[src/design/bsc_mulrnd.sv]
// ----------------------------------------------------------------------------
// bsc_mulrnd
// Three-stage signed multiply, round half away from zero by 2^SHIFT, plus an
// addend: split-operand partial products, sum with bias, shift and add.
// ----------------------------------------------------------------------------
module bsc_mulrnd #(
   parameter int WA    = 8,
   parameter int WB    = 61,
   parameter int SHIFT = 23,
   parameter int WO    = 46
) (
   input  logic                 clock,
   input  logic                 en,
   input  logic signed [WA-1:0] a,
   input  logic signed [WB-1:0] b,
   input  logic signed [WO-1:0] addend,
   output logic signed [WO-1:0] y
);

   localparam int LA = WA / 2;
   localparam int HA = WA - LA;
   localparam int LB = WB / 2;
   localparam int HB = WB - LB;
   localparam int WP = WA + WB;

   logic signed [LA:0]   al;
   logic signed [HA-1:0] ah;
   logic signed [LB:0]   bl;
   logic signed [HB-1:0] bh;

   logic signed [LA+LB+1:0] ll_in, ll_ff;
   logic signed [LA+HB:0]   lh_in, lh_ff;
   logic signed [HA+LB:0]   hl_in, hl_ff;
   logic signed [HA+HB-1:0] hh_in, hh_ff;
   logic                    neg_ff;
   logic signed [WO-1:0]    add1_ff, add2_ff;

   logic signed [WP-1:0] full;
   logic signed [WP-1:0] bias;
   logic signed [WP-1:0] acc_in, acc_ff;
   logic signed [WP-1:0] shr;
   logic signed [WO-1:0] y_in, y_ff;

   assign al = $signed({1'b0, a[LA-1:0]});
   assign ah = a[WA-1:LA];
   assign bl = $signed({1'b0, b[LB-1:0]});
   assign bh = b[WB-1:LB];

   always_comb begin
      ll_in = al * bl;
      lh_in = al * bh;
      hl_in = ah * bl;
      hh_in = ah * bh;
   end

   // bias of half minus one for a negative product rounds ties away from zero
   always_comb begin
      full = (WP'(hh_ff) <<< (LA + LB)) + (WP'(hl_ff) <<< LA)
           + (WP'(lh_ff) <<< LB) + WP'(ll_ff);
      bias = (WP'(1) <<< (SHIFT - 1)) - $signed({{(WP-1){1'b0}}, neg_ff});
      acc_in = full + bias;
   end

   always_comb begin
      shr  = acc_ff >>> SHIFT;
      y_in = WO'(shr) + add2_ff;
   end

   always_ff @(posedge clock) begin
      if (en) begin
         ll_ff   <= ll_in;
         lh_ff   <= lh_in;
         hl_ff   <= hl_in;
         hh_ff   <= hh_in;
         neg_ff  <= a[WA-1] ^ b[WB-1];
         add1_ff <= addend;
         acc_ff  <= acc_in;
         add2_ff <= add1_ff;
         y_ff    <= y_in;
      end
   end

   assign y = y_ff;

endmodule

[config.mk]
export PLATFORM = sky130hd
export DESIGN_NAME = bsc_mulrnd
export DESIGN_NICKNAME = d
export VERILOG_FILES = /design/src/design/bsc_mulrnd.sv
export SDC_FILE = /design/constraint.sdc
export NUM_CORES = 1
export LEC_CHECK = 0
export ABC_AREA = 1
export ABC_CLOCK_PERIOD_IN_PS = 6650
export BUFFER_PORTS_ARGS = -buffer_cell sky130_fd_sc_hd__buf_2
export CAP_MARGIN = 20
export CORE_UTILIZATION = 59
export CTS_CLUSTER_DIAMETER = 200
export DETAILED_ROUTE_END_ITERATION = 10
export PLACE_DENSITY = 0.77
export SYNTH_ARGS = -nofsm -noshare
export SYNTH_HDL_FRONTEND = slang
export SYNTH_SLANG_ARGS = --single-unit
export TNS_END_PERCENT = 20
[constraint.sdc]
create_clock -name clock -period 6.65 [get_ports clock]
set_input_delay 1.995 -clock clock [delete_from_list [all_inputs] [get_ports clock]]
set_output_delay 1.995 -clock clock [all_outputs]
set_load 0.02 [all_outputs]
==> parameters.txt <==
Parameter                              Value

Outcome
  Status ... finished, final reports clean

Logic synthesis
  Warnings from Yosys ... 0
  Fraction of the mapped netlist area in compound gates ... under 10%
  Most area-consuming cells after synthesis ... sky130_fd_sc_hd__edfxtp_1 (26%), sky130_fd_sc_hd__fa_1 (16%), sky130_fd_sc_hd__ha_1 (12%)
  Dominant combinational cell family by area after synthesis ... adder cells
  Most frequent cells after synthesis ... sky130_fd_sc_hd__nand2_1 (1190), sky130_fd_sc_hd__inv_1 (1006), sky130_fd_sc_hd__nor2_1 (501), sky130_fd_sc_hd__ha_1 (366), sky130_fd_sc_hd__edfxtp_1 (325)
  Post-Synth XOR/XNOR Area ... under 10%
  Share of the synthesized area in the top cell type ... 26.0%
  Proportion of register bits with asynchronous set or reset after synthesis ... 0%
  FF+latch count, synth ... 325
  Simple-Gate Fraction of Synth Area ... 21.0%
  Cell taking the most area after synthesis ... sky130_fd_sc_hd__edfxtp_1
  Post-Syn Area ... roughly 38000 µm²
  Sequential area share after synthesis ... 26.0%
  Synth Area in Adders ... between 20% and 30%
  Count of mapped cells out of synthesis ... 4886
  Portion of netlist area occupied by mux cells ... 0%
  Number of flops mapped to enable cells by yosys ... around 330
  Average instance area after synthesis ... around 7.7 µm²
  Cell with the most instances after synthesis ... sky130_fd_sc_hd__nand2_1
  Post-Syn Nets ... 5666
  Flip-flop cell with the highest count after synthesis ... sky130_fd_sc_hd__edfxtp_1
  Number of different library cells in the post-synthesis netlist ... 47

Finish
  Fill cell instance count of the final layout ... between 5000 and 6000
  Diodes inserted ... 0
  Post-layout instance area ... just over 40000 µm²
  Final std cells w/o fill ... 5869
  Area growth from synthesis to final layout ... 7.49%
  Share of layout cells above drive strength 1 ... 6.63%
  Final core utilization ... between 60% and 70%
  Net total in the final layout ... approximately 5800

Worst hold path
  Type of the worst min-delay path ... flip-flop to flip-flop

Placement
  Count of port buffers added during placement ... 162
  Final weighted congestion in routability-driven placement ... between 1 and 1.5
  Placement-stage cell area ... 39100 µm²
  Placed Cells incl. Taps ... between 5000 and 6000
  Half-perimeter wire length after detailed placement ... about 90 mm
  Post-Place Setup Slack ... 0.311 ns

Power and ir drop
  Sw Share ... 51.7%
  Clk pwr share ... between 10% and 20%
  Internal power consumption ... about 8.2 mW
  Cell area power density ... 421 nW/µm²
  PnR Total Power ... between 15 and 20 mW
  Worst vdd ir ... slightly above 0.0002 V
  Part of the total power dissipated in sequential elements ... a little over a fifth
  Switching power of the nets ... between 8 and 9 mW
  Combinational fraction of design power ... about two thirds
  Leakage ... between 20 and 25 nW

CTS
  Number of gates resized after CTS ... 0
  Setup fix buffers added after clock tree synthesis ... 0
  Number of sinks driven by the clock tree ... roughly 330
  Clock-pin slew reported for the worst setup and hold paths after clock tree synthesis ... around 0.070 ns
  Clock buffer count from CTS ... 37
  CTS tree ... yes
  Master cell of the clock root buffer ... sky130_fd_sc_hd__clkbuf_16
  Maximum level of the CTS H-tree ... 2
  Hold_buf cts ... 0
  Clk buf depth ... 3
  Clock latency reported for the late side of the worst-skew pair ... 0.56 ns

Global routing
  Wire length of the first global-routing pass ... 166 mm
  Pin count of the biggest net entering global routing ... approximately 130
  Vias in the first global route ... just over 30000
  Antenna violations before repair ... 0
  Overflow after GRT ... 0
  Total routing usage reported by global routing ... between 30% and 40%

Detailed routing
  Via Count ... roughly 32000
  Total detailed-routing wirelength ... ~110 mm
  Iter 0 DRT Violations ... approximately 2800
  DR WL/cell ... around 18 µm
  Ratio of routed vias to standard cells ... ~5.4
  Remaining design rule violation count ... 0
  Residual antenna-violating net count after detailed routing ... 0
  Count of TritonRoute iterations in the first routing pass ... 6

Timing
  Final number of max-transition violations ... 0
  Post-layout minimum cycle time ... about 5.8 ns
  Worst hold margin ... around 0.42 ns
  Relative slew slack ... 45.5%
  Clock skew after layout ... between 0.015 and 0.02 ns
  Setup repair after global routing missed its margin ... false
  Aggregate negative setup slack ... 0 ns
  Final-report hold violation count ... 0
  Final setup fails ... 0
  Setup slack after layout ... approximately 0.88 ns
  Worst Max-Slew Pin Slew ... just over 0.8 ns
  Top achievable clock speed ... 173 MHz
  Post-route clock period utilization ... 86.8%

Die
  CORE AREA ... ~63000 µm²
  Die Span X ... ~250 µm
  Vert. Die Dim ... approximately 250 µm
  Starting Density ... around three fifths
  Standard-cell rows ... between 90 and 100
  Io pins ... about 160
  Overall die area ... between 60000 and 70000 µm²

Critical path
  Data required, critical path ... between 6 and 7 ns
  Classification of the worst setup path ... input port to flip-flop
  Startpoint type of the worst setup path ... input port
  Crit path capture ... hl_ff[25]$_DFFE_PP_
  Register-to-Register Path Depth ... 15
  Arrival time reported for the critical path endpoint ... between 6 and 7 ns
  First element of the critical path ... a[7]
  Critical Path Sink Type ... flip-flop
  Register-to-Register Setup Slack ... 2.92 ns
  R2r endpoint ... acc_ff[53]$_DFFE_PP_
  Reg-to-reg startpoint ... neg_ff$_DFFE_PP_
  Highest net fanout along the worst path ... 4

Job
  Maximum Capacitance Violations ... 0
==> per-layer routing <==
| layer | vias up | wire (µm) | global-route usage, % | part of all wire, % |
|---|---|---|---|---|
| met2 | 1067 | 50200 | 56.0 | 47 |
| met1 | 15000 | 45900 | 45.1 | 43 |
| met5 | - | 0 | 0 | 0 |
| met4 | 0 | 3660 | 11.4 | 3.4 |
| li1 | 15600 | - | - | - |
| met3 | 170 | 6720 | 3.56 | 6.3 |
==> state kept, by name (all words and copies together), names as in the netlist <==
register / flops
add1_ff: 46
acc_ff: 46
neg_ff: 1
add2_ff: 46
hh_ff: 35
y: 46
lh_ff: 36
hl_ff: 35
ll_ff: 34
==> layout make-up <==
type	count	area, µm²	area share [%]
inverters	1020	3830	9.49
flip-flops and latches	325	9760	24.2
multi-input cells	3425	23500	58.1
clock buffers	44	995	2.46
repair buffers	186	1040	2.57
well taps	846	1060	2.62
clock inverters	23	225	0.558
==> logic make-up (layout without fill, tap and decap cells) <==
group	count (synthesis)	count (layout)
adders and majority gates	663	663
DFF	325	325
and+or+nand+nor	1964	1964
xor gates and xnor gates	164	164
AOI/OAI and AO/OA	634	634
buffers and inverters	1136	1273
==> worst max-delay path: stages <==
cell	delay (ns)
sky130_fd_sc_hd__buf_2	0.13
sky130_fd_sc_hd__clkinv_1	0.24
sky130_fd_sc_hd__or2_2	0.37
sky130_fd_sc_hd__fa_1	0.54
sky130_fd_sc_hd__inv_1	0.06
sky130_fd_sc_hd__fa_1	0.50
sky130_fd_sc_hd__fa_1	0.53
sky130_fd_sc_hd__ha_1	0.18
sky130_fd_sc_hd__inv_1	0.06
sky130_fd_sc_hd__fa_1	0.43
sky130_fd_sc_hd__o21ai_2	0.28
sky130_fd_sc_hd__a21boi_2	0.13
sky130_fd_sc_hd__o21bai_2	0.20
sky130_fd_sc_hd__nand2_1	0.11
sky130_fd_sc_hd__nand2_2	0.10
sky130_fd_sc_hd__nand3_1	0.09
sky130_fd_sc_hd__nand3_1	0.08
sky130_fd_sc_hd__nand2_1	0.05
==> power groups by stage <==
| stage | Combinational (mW) | Sequential, mW | Clock (mW) |
|---|---|---|---|
| 6_report | 11.2 | 3.72 | 2.07 |
| 5_1_grt | 12.4 | 3.78 | 2.16 |
| 4_1_cts | 11.1 | 3.73 | 2.09 |
| 3_5_place_dp | 11.0 | 3.76 | 0 |
| 3_3_place_gp | 10.9 | 3.74 | 0 |
| 2_1_floorplan | 7.41 | 3.81 | 0 |
==> worst min-delay path by stage <==
stage / slack (ns) / to / depth (start not counted) / from
2_1_floorplan: 0.40 / add2_ff[0]$_DFFE_PP_ / 0 / add1_ff[0]$_DFFE_PP_
3_3_place_gp: 0.40 / add2_ff[2]$_DFFE_PP_ / 0 / add1_ff[2]$_DFFE_PP_
3_5_place_dp: 0.41 / add2_ff[14]$_DFFE_PP_ / 0 / add1_ff[14]$_DFFE_PP_
4_1_cts: 0.42 / add2_ff[10]$_DFFE_PP_ / 0 / add1_ff[10]$_DFFE_PP_
5_1_grt: 0.42 / add2_ff[3]$_DFFE_PP_ / 0 / add1_ff[3]$_DFFE_PP_
6_report: 0.42 / add2_ff[10]$_DFFE_PP_ / 0 / add1_ff[10]$_DFFE_PP_
==> layout by cell type, fill, tap and decap left out, types with 23 or more instances in the layout <==
cell / Yosys / routed
sky130_fd_sc_hd__nor3_1: 42 / 42
sky130_fd_sc_hd__o21ai_1: 23 / 23
sky130_fd_sc_hd__clkbuf_16: 0 / 39
sky130_fd_sc_hd__fa_1: 297 / 297
sky130_fd_sc_hd__nand3_1: 137 / 137
sky130_fd_sc_hd__nand4_1: 30 / 30
sky130_fd_sc_hd__inv_1: 1006 / 1006
sky130_fd_sc_hd__o21ai_0: 142 / 142
sky130_fd_sc_hd__buf_2: 0 / 161
sky130_fd_sc_hd__nor2_1: 501 / 501
sky130_fd_sc_hd__a21o_1: 25 / 25
sky130_fd_sc_hd__edfxtp_1: 325 / 325
sky130_fd_sc_hd__xnor2_1: 45 / 45
sky130_fd_sc_hd__o21a_1: 23 / 23
sky130_fd_sc_hd__ha_1: 366 / 366
sky130_fd_sc_hd__o21bai_1: 28 / 28
sky130_fd_sc_hd__a21oi_1: 312 / 312
sky130_fd_sc_hd__xor2_1: 119 / 119
sky130_fd_sc_hd__nand2_1: 1190 / 1190
Power figures use the tool's default switching activity.
