[config.mk]
export PLATFORM = sky130hd
export DESIGN_NAME = bsc_delay
export DESIGN_NICKNAME = d
export VERILOG_FILES = /design/src/design/bsc_delay.sv
export SDC_FILE = /design/constraint.sdc
export NUM_CORES = 1
export LEC_CHECK = 0
export ABC_AREA = 1
export BUFFER_PORTS_ARGS = -buffer_cell sky130_fd_sc_hd__clkbuf_2
export CAP_MARGIN = 0
export CORE_AREA = 2 2 45 47
export DETAILED_ROUTE_END_ITERATION = 10
export DIE_AREA = 0 0 47 49
export PLACE_DENSITY = 0.69
export SETUP_SLACK_MARGIN = 0.5
export SLEW_MARGIN = 20
export SYNTH_ARGS = -nofsm -noshare
export SYNTH_HDL_FRONTEND = slang
export SYNTH_SLANG_ARGS = --single-unit
[constraint.sdc]
create_clock -name clock -period 0.8 [get_ports clock]
set_clock_uncertainty 0.05 [all_clocks]
set_input_delay 0.08 -clock clock [delete_from_list [all_inputs] [get_ports clock]]
set_output_delay 0.08 -clock clock [all_outputs]
set_load 0.03 [all_outputs]
[src/design/bsc_delay.sv]
// ----------------------------------------------------------------------------
// bsc_delay
// Fixed-depth enabled shift line that keeps side data aligned with the
// multiplier pipeline.
// ----------------------------------------------------------------------------
module bsc_delay #(
   parameter int W     = 8,
   parameter int DEPTH = 3
) (
   input  logic         clock,
   input  logic         en,
   input  logic [W-1:0] d,
   output logic [W-1:0] q
);

   logic [W-1:0] pipe_ff [DEPTH];

   always_ff @(posedge clock) begin
      if (en) begin
         pipe_ff[0] <= d;
         for (int i = 1; i < DEPTH; i++) begin
            pipe_ff[i] <= pipe_ff[i-1];
         end
      end
   end

   assign q = pipe_ff[DEPTH-1];

endmodule

==> results of run 1 <==
==> cell type report <==
cell class              count  area, µm²
clock buffers               3       22.5
repair buffers             21        278
fillers                   142        787
flip-flops and latches     24        721
well taps                  27       33.8
==> placed cells by master (no fill, tap or decap) <==
| cell type | n |
|---|---|
| sky130_fd_sc_hd__clkbuf_8 | 8 |
| sky130_fd_sc_hd__buf_12 | 1 |
| sky130_fd_sc_hd__clkbuf_16 | 1 |
| sky130_fd_sc_hd__edfxtp_1 | 24 |
| sky130_fd_sc_hd__clkbuf_4 | 3 |
| sky130_fd_sc_hd__clkbuf_2 | 8 |
| sky130_fd_sc_hd__buf_16 | 3 |
==> logic make-up after synthesis <==
logic type             after synthesis  share of synthesized area [%]
buffers and inverters                8                           7.69
flip-flops                          24                           92.3
==> what timing repair did <==
action                                  in CTS  in global routing
cloned                                       3                  0
gates resized for setup                     21                  0
hold endpoints to repair                     8                  8
pin swaps                                    0                  0
endpoints found under the setup margin      48                 48
==> power breakdown <==
| part | switching (µW) | internal [µW] | total (µW) |
|---|---|---|---|
| sequential | 21.8 | 1480 | 1510 |
| clock | 290 | 175 | 465 |
| combinational | 93.0 | 125 | 218 |
==> routing by layer <==
layer	vias up	part of all wire [%]	track usage [%]
met5	-	0	0
li1	146	-	-
met4	0	1.5	6.94
met2	17	51	11.6
met1	131	40	10.2
met3	2	7.6	2.22
==> stage by stage <==
stage,setup TNS [ns],worst slack (ns)
detailed placement,0,0.0873
finish,-1.43,-0.189
global route,-1.82,-0.241
floorplan,0,0.161
CTS,-1.54,-0.202
global placement,0,0.0966
==> path summary, 6_finish.rpt <==
path                          to  slack [ns]
hold reg to reg   pipe_ff[0][13]        0.38
setup reg to reg  pipe_ff[0][18]        0.12
hold / removal     pipe_ff[0][6]        -0.1
setup / recovery            q[6]       -0.19
==> impl.org, run 1 <==
** Global route
- The number of antenna violations at the first check in global routing was 0.
- The first global-routing pass estimated 1260 µm of wire.
- Entering global routing, the biggest net connects 13 pins.
- Overall global routing resource usage :: 8.29%
- Summed over all layers, the global routing overflow is 0.
- Via count of the first global-routing pass :: 307

** Worst setup path
- CP Buf/Inv Count :: 1
- STA puts the critical path data arrival time at 0.86 ns.
- The worst setup path is launched from a flop.
- Crit Path Category :: flop to output pin
- The slowest stage of the critical path belongs to the cell sky130_fd_sc_hd__edfxtp_1.
- The worst setup path is captured at an output pin.
- Slowest stage delay, CP :: 0.40 ns
- In this run the number of cells on the critical path is 1.
- CP Max Fanout :: 1
- Reg2Reg Launch Point :: pipe_ff[0][10]
- Critical-path cell list :: clkbuf_8
- Launch point of the critical path :: pipe_ff[0][22]
- STA puts the critical path data required time at 0.67 ns.
- Measured in cells, the most critical reg-to-reg path has a length of 0.
- Largest delay share family, worst path :: flip-flops

** Drt
- After detailed routing, the total wire length is 712 µm.
- Initial detailed-routing violation count :: 4
- Routed WL per cell :: 9.49 µm
- The routed layout has 296 vias.
- Detailed Routing Iterations Pass 1 :: 4
- Antenna Nets Post-Route :: 0
- Remaining routing DRC violations :: 0
- Dividing the detail-routed via count by the number of cells gives 3.95.

** STA
- Number of setup violations in the final report :: 8
- Fin crit share :: 124%
- Setup repair after global routing could not meet its margin everywhere.
- For the pin with the worst max-slew slack, the measured transition is 0.114 ns.
- Worst setup slack after layout :: -0.189 ns
- The final max-slew violation count is 0.
- The hold violation count in the final report came to 8.
- Timing would allow up to 1010 MHz.
- Across all hold checks on the routed design, the worst slack comes to -0.0988 ns.
- In this run the tightest slew margin relative to its limit is 92.4%.
- For the finished layout, the period the worst path requires is 0.989 ns.

** Synth
- Post-synth ARST share :: 0%
- In the post-synthesis netlist, the cell with the most instances is sky130_fd_sc_hd__edfxtp_1.
- Mapped Cells :: 32
- The synthesized netlist occupies a cell area of 781 µm².
- The synthesized design devotes to its leading area cell type 92.3% of total area.
- Counting instances in the post-synthesis netlist gives the leading cell types as sky130_fd_sc_hd__edfxtp_1 (24), sky130_fd_sc_hd__buf_4 (8).
- Summing the sequential cell areas from Yosys gives 92.3% of the chip area.
- In this run, distinct cell masters in the synthesized netlist total 2.
- EDFF count, synth :: 24
- Dominant cells by area after synthesis :: sky130_fd_sc_hd__edfxtp_1 (92%), sky130_fd_sc_hd__buf_4 (7.7%)
- sky130_fd_sc_hd__edfxtp_1 takes more of the synthesized area than any other cell.
- For this run, the number of Yosys warnings is 0.
- Post-Synthesis Net Count :: 42
- Avg Synthesized Cell Area :: 24.4 µm²
- Most common flop cell mapped by yosys :: sky130_fd_sc_hd__edfxtp_1
- The synthesized design contains 24 register bits.

** Outcome
- The checks that failed: hold timing, setup timing.
- The run finished, with violations left.

** Clocking
- In this run the deepest clock path goes through 2 buffers.
- # clock sinks :: 24
- Clock tree from TritonCTS :: yes
- Postcts setup bufs :: 0
- The tree is rooted in a sky130_fd_sc_hd__clkbuf_4.
- Clock latency of the later-clocked register in the worst-skew pair :: 0.29 ns
- CTS built an H-tree with a depth of 1.
- CTS clk-pin slew, worst paths :: 0.11 ns
- Total CTS buffers :: 3

** Final layout
- Final net count :: 60
- In the final layout, the multi-input gates occupy 0 µm².
- With fillers left out, the area of the finished cells amounts to 1050 µm².
- Register containing the most flip-flops in the final layout :: pipe_ff
- The post-route netlist has 50.0% of its cells at a drive strength greater than 1.
- Layout Utilization :: 57.3%
- Number of standard cells in the layout, taps in and fillers out :: 75
- The number of antenna diodes in the final layout is 0.
- Count of multi-input gates :: 0
- Flip-flop count of the largest register, all copies and words added :: 24
- The largest registers in the layout are pipe_ff: 24 flops.
- Layout overhead on the synthesized area :: 35.1%

** Worst hold path
- Hold Path Cell Cnt :: 1
- The worst hold path belongs to the class primary input to flop.
- Hold Crit Start :: d[6]

** Run
- Across the run, the number of max-cap violations was 0.

** Floorplan
- Effective utilization at floorplan :: 42.4%
- Horizontal extent of the die :: 47 µm
- The die is 49 µm tall.
- Die Outline Area :: 2300 µm²
- Placement Rows :: 16
- Placeable core area :: 1840 µm²
- I/O pin total :: 18

** Pwr
- Leakage power figure :: 0.000399 µW
- Overall power consumption after layout is estimated at 2190 µW.
- Power spread over the standard cell area amounts to 2070 nW/µm².
- Highest ir drop seen on vdd :: 1.27 mV

** Placement
- In this run the cell area measured after placement is 860 µm².
- Final Wtd Congestion :: 0.554
- DP Cell Count :: 69
- Count of buffers from port buffering :: 17
No activity file was read; power rests on OpenSTA's default activity.
==> inputs of run 2 (changes only) <==
--- a/config.mk
+++ b/config.mk
@@ -5,14 +5,13 @@
 export SDC_FILE = /design/constraint.sdc
 export NUM_CORES = 1
 export LEC_CHECK = 0
-export ABC_AREA = 1
 export BUFFER_PORTS_ARGS = -buffer_cell sky130_fd_sc_hd__clkbuf_2
 export CAP_MARGIN = 0
 export CORE_AREA = 2 2 45 47
 export DETAILED_ROUTE_END_ITERATION = 10
 export DIE_AREA = 0 0 47 49
 export PLACE_DENSITY = 0.69
-export SETUP_SLACK_MARGIN = 0.5
+export SETUP_SLACK_MARGIN = 0.4
 export SLEW_MARGIN = 20
 export SYNTH_ARGS = -nofsm -noshare
 export SYNTH_HDL_FRONTEND = slang
==> constraint.sdc (replaced) <==
create_clock -name clock -period 0.8 [get_ports clock]
set_clock_uncertainty 0.05 [all_clocks]
set_input_delay 0.08 -clock clock [delete_from_list [all_inputs] [get_ports clock]]
set_output_delay 0.08 -clock clock [all_outputs]
set_load 0.005 [all_outputs]
==> run 2 against run 1 <==
  * The run still ends with hold timing, setup timing left
  * Setup slack improved by 0.078 ns
  * Final area shrank 16%
  * Routed wire length decreased by 6.9%
  * Critical endpoint is now q[1]
  * Largest power group unchanged
==> impl.org, run 2 (synthesized netlist as in run 1, its figures left out) <==
** Final layout
- Ratio of cells with drive above 1 in the final layout :: 46.7% (-3.3 points)
- Biggest registers after layout :: pipe_ff: 24 flops
- The filler-free cell count of the finished design is 72 (-4.0%).
- The fill cell instance count of the final layout was 164 (+15%).
- Antenna fix cells :: 0 (unchanged)
- Count of multi-input gates :: 0 (unchanged)
- Counting flops per register, the top entry is pipe_ff.
- Leading cell type in the layout, fill and taps excluded :: sky130_fd_sc_hd__edfxtp_1
- Final net count :: 57 (-5.0%)
- The post-route cell area was 882 µm² (-16%).
- Layout overhead on the synthesized area :: 13.0%
- Storage element area :: 721 µm² (unchanged)
- Flip-flop count of the largest register, all copies and words added :: 24 (unchanged)
- Combined area of the multi-input logic cells :: 0 µm² (unchanged)
- Leading cell types in the layout, fill and taps excluded :: sky130_fd_sc_hd__edfxtp_1 (24), sky130_fd_sc_hd__clkbuf_2 (17), sky130_fd_sc_hd__clkbuf_4 (3)

** Worst setup path
- The signal on the critical path passes through clkbuf_2.
- The worst setup path is launched from a flop.
- CP Max Fanout :: 1 (unchanged)
- Required time at the worst-slack endpoint :: 0.67 ns (about the same)
- On the critical path, the stage with the largest delay is an instance of sky130_fd_sc_hd__edfxtp_1.
- Crit Path Category :: flop to output pin
- Largest delay share family, worst path :: flip-flops
- The worst setup path is captured at an output pin.
- The endpoint arrival time on the critical path came to 0.78 ns (-0.08 ns).
- Slowest stage delay, CP :: 0.37 ns (-0.03 ns)
- CP Buf/Inv Count :: 1 (unchanged)

** STA
- The share of the cycle needed by the critical path after routing is 114% (-9.7 points).
- The hold slack was -0.0964 ns (+0.00241 ns).
- The final max-slew violation count is 0 (unchanged).
- Tmin final :: 0.911 ns (-0.0777 ns)
- The transition time at the pin with the least slew margin came to 0.125 ns (+0.0117 ns).
- The hold violation count in the final report came to 8 (unchanged).
- The post-layout worst setup margin was -0.111 ns (+0.0777 ns).
- Max frequency :: 1100 MHz (+8.5%)
- Worst max-slew margin expressed relative to the limit :: 91.6% (-0.78 points)
- The number of endpoints failing setup at the final stage was 8 (unchanged).
- Setup repair after global routing could not meet its margin everywhere.

** Drt
- Vias post-DR :: 280 (-5.4%)
- The first-pass iteration count of the detailed router was 2 (-2).
- Antenna Nets Post-Route :: 0 (unchanged)
- Remaining routing DRC violations :: 0 (unchanged)
- Initial detailed-routing violation count :: 8 (+4)
- Routed WL per cell :: 9.21 µm (-3.0%)
- Vias per cell :: 3.89 (-1.5%)
- The total wire length after detailed routing is 663 µm (-6.9%).

** Global route
- The overall track demand over capacity in global routing came to 7.07% (-1.2 points).
- The overall overflow remaining after global route is 0 (unchanged).
- Via count of the first global-routing pass :: 253 (-18%)
- Maximum number of pins on one net before global-route repair :: 25 (+12)
- Wire length of the first global-routing pass :: 1060 µm (-16%)
- The number of antenna violations at the first check in global routing came to 0 (unchanged).

** Floorplan
- The overall die width was 47 µm (unchanged).
- Die extent in y :: 49 µm (unchanged)
- The number of primary I/O pins came to 18 (unchanged).
- The count of standard-cell rows came to 16 (unchanged).
- The area of the die was 2300 µm² (unchanged).
- Placeable core area :: 1840 µm² (unchanged)
- The effective utilization at floorplan was 42.4% (unchanged).

** Pwr
- Power per cell area :: 2320 nW/µm² (+12%)
- Leakage power figure :: 0.000329 µW (-18%)
- The worst voltage drop across the vdd grid was 1.26 mV (-0.60%).

** Outcome
- The checks that failed: hold timing, setup timing.
- The flow ran to the end, but the final reports show violations.

** Placement
- Final Wtd Congestion :: 0.601 (+8.6%)
- The count of buffers from port buffering was 17 (unchanged).
- DP Cell Count :: 69 (unchanged)
- The standard cell area after detailed placement is 860 µm² (unchanged).

** Clocking
- The TritonCTS buffer count came to 3 (unchanged).
- The buffer depth of the longest clock path is 2 (unchanged).
- Clock tree from TritonCTS :: yes
- The number of gates resized after CTS came to 0 (-100%).
- Clock latency of the later-clocked register in the worst-skew pair :: 0.29 ns (about the same)
- CTS placed an instance of sky130_fd_sc_hd__clkbuf_4 at the clock tree root.
- The total number of clock tree sinks is 24 (unchanged).
- CTS clk-pin slew, worst paths :: 0.11 ns (about the same)
- H-tree level count :: 1 (unchanged)

** Worst hold path
- In this run the worst hold path is classified as primary input to flop.

** Run
- Max Cap Viol :: 0 (unchanged)
## run 2: changes by cell type in the layout (fill, tap and decap cells not counted)
| cell | delta |
|---|---|
| sky130_fd_sc_hd__clkbuf_8 | -8 |
| sky130_fd_sc_hd__clkbuf_2 | +9 |
| sky130_fd_sc_hd__clkbuf_16 | -1 |
| sky130_fd_sc_hd__buf_16 | -3 |
## run 2: repair_timing
item	4_1_cts	5_1_grt
setup endpoints to repair	24	24
endpoints found under the hold margin	8	8
cloned	0	0
buffers inserted	0	0
## run 2: area by class of cell
type                    count  share of cell area, %
well taps                  27                   3.83
clock buffers               3                   2.55
repair buffers             18                   11.9
flip-flops and latches     24                   81.7
## run 2: path summary, 6_finish.rpt
path | from | endpoint | slack, ns | depth (start not counted)
hold / removal | d[5] | pipe_ff[0][5] | -0.1 | 1
setup / recovery | pipe_ff[0][17] | q[1] | -0.11 | 1
setup reg to reg | pipe_ff[0][1] | pipe_ff[0][9] | 0.12 | 0
hold reg to reg | pipe_ff[0][0] | pipe_ff[0][8] | 0.38 | 0
## run 2: power by group
part | leakage (µW) | internal [µW] | switching [µW]
Clock | 0.0000138 | 175 | 291
Sequential | 0.000235 | 1480 | 18.3
Combinational | 0.0000800 | 40.0 | 38.1
## run 2: routing by layer
metal | vias up | track usage [%] | routed length (µm)
met2 | 17 | 8.90 | 302
met1 | 123 | 9.11 | 283
met5 | - | 0 | 0
met3 | 0 | 2.22 | 78
li1 | 140 | - | -
met4 | 0 | 6.94 | 0
## run 2: per-stage QoR
| stage | setup TNS, ns | hold slack, ns | worst slack (ns) | utilization, % | total power [µW] |
|---|---|---|---|---|---|
| finish | -0.848 | -0.0964 | -0.111 | 47.9 | 2050 |
| floorplan | 0 | 0.129 | 0.161 | - | 1560 |
| global route | -1.29 | -0.120 | -0.180 | 47.9 | 2140 |
| global placement | 0 | 0.208 | 0.0945 | 46.7 | 1600 |
| CTS | -0.977 | -0.106 | -0.127 | 47.9 | 2070 |
| detailed placement | 0 | 0.209 | 0.0889 | 46.7 | 1610 |
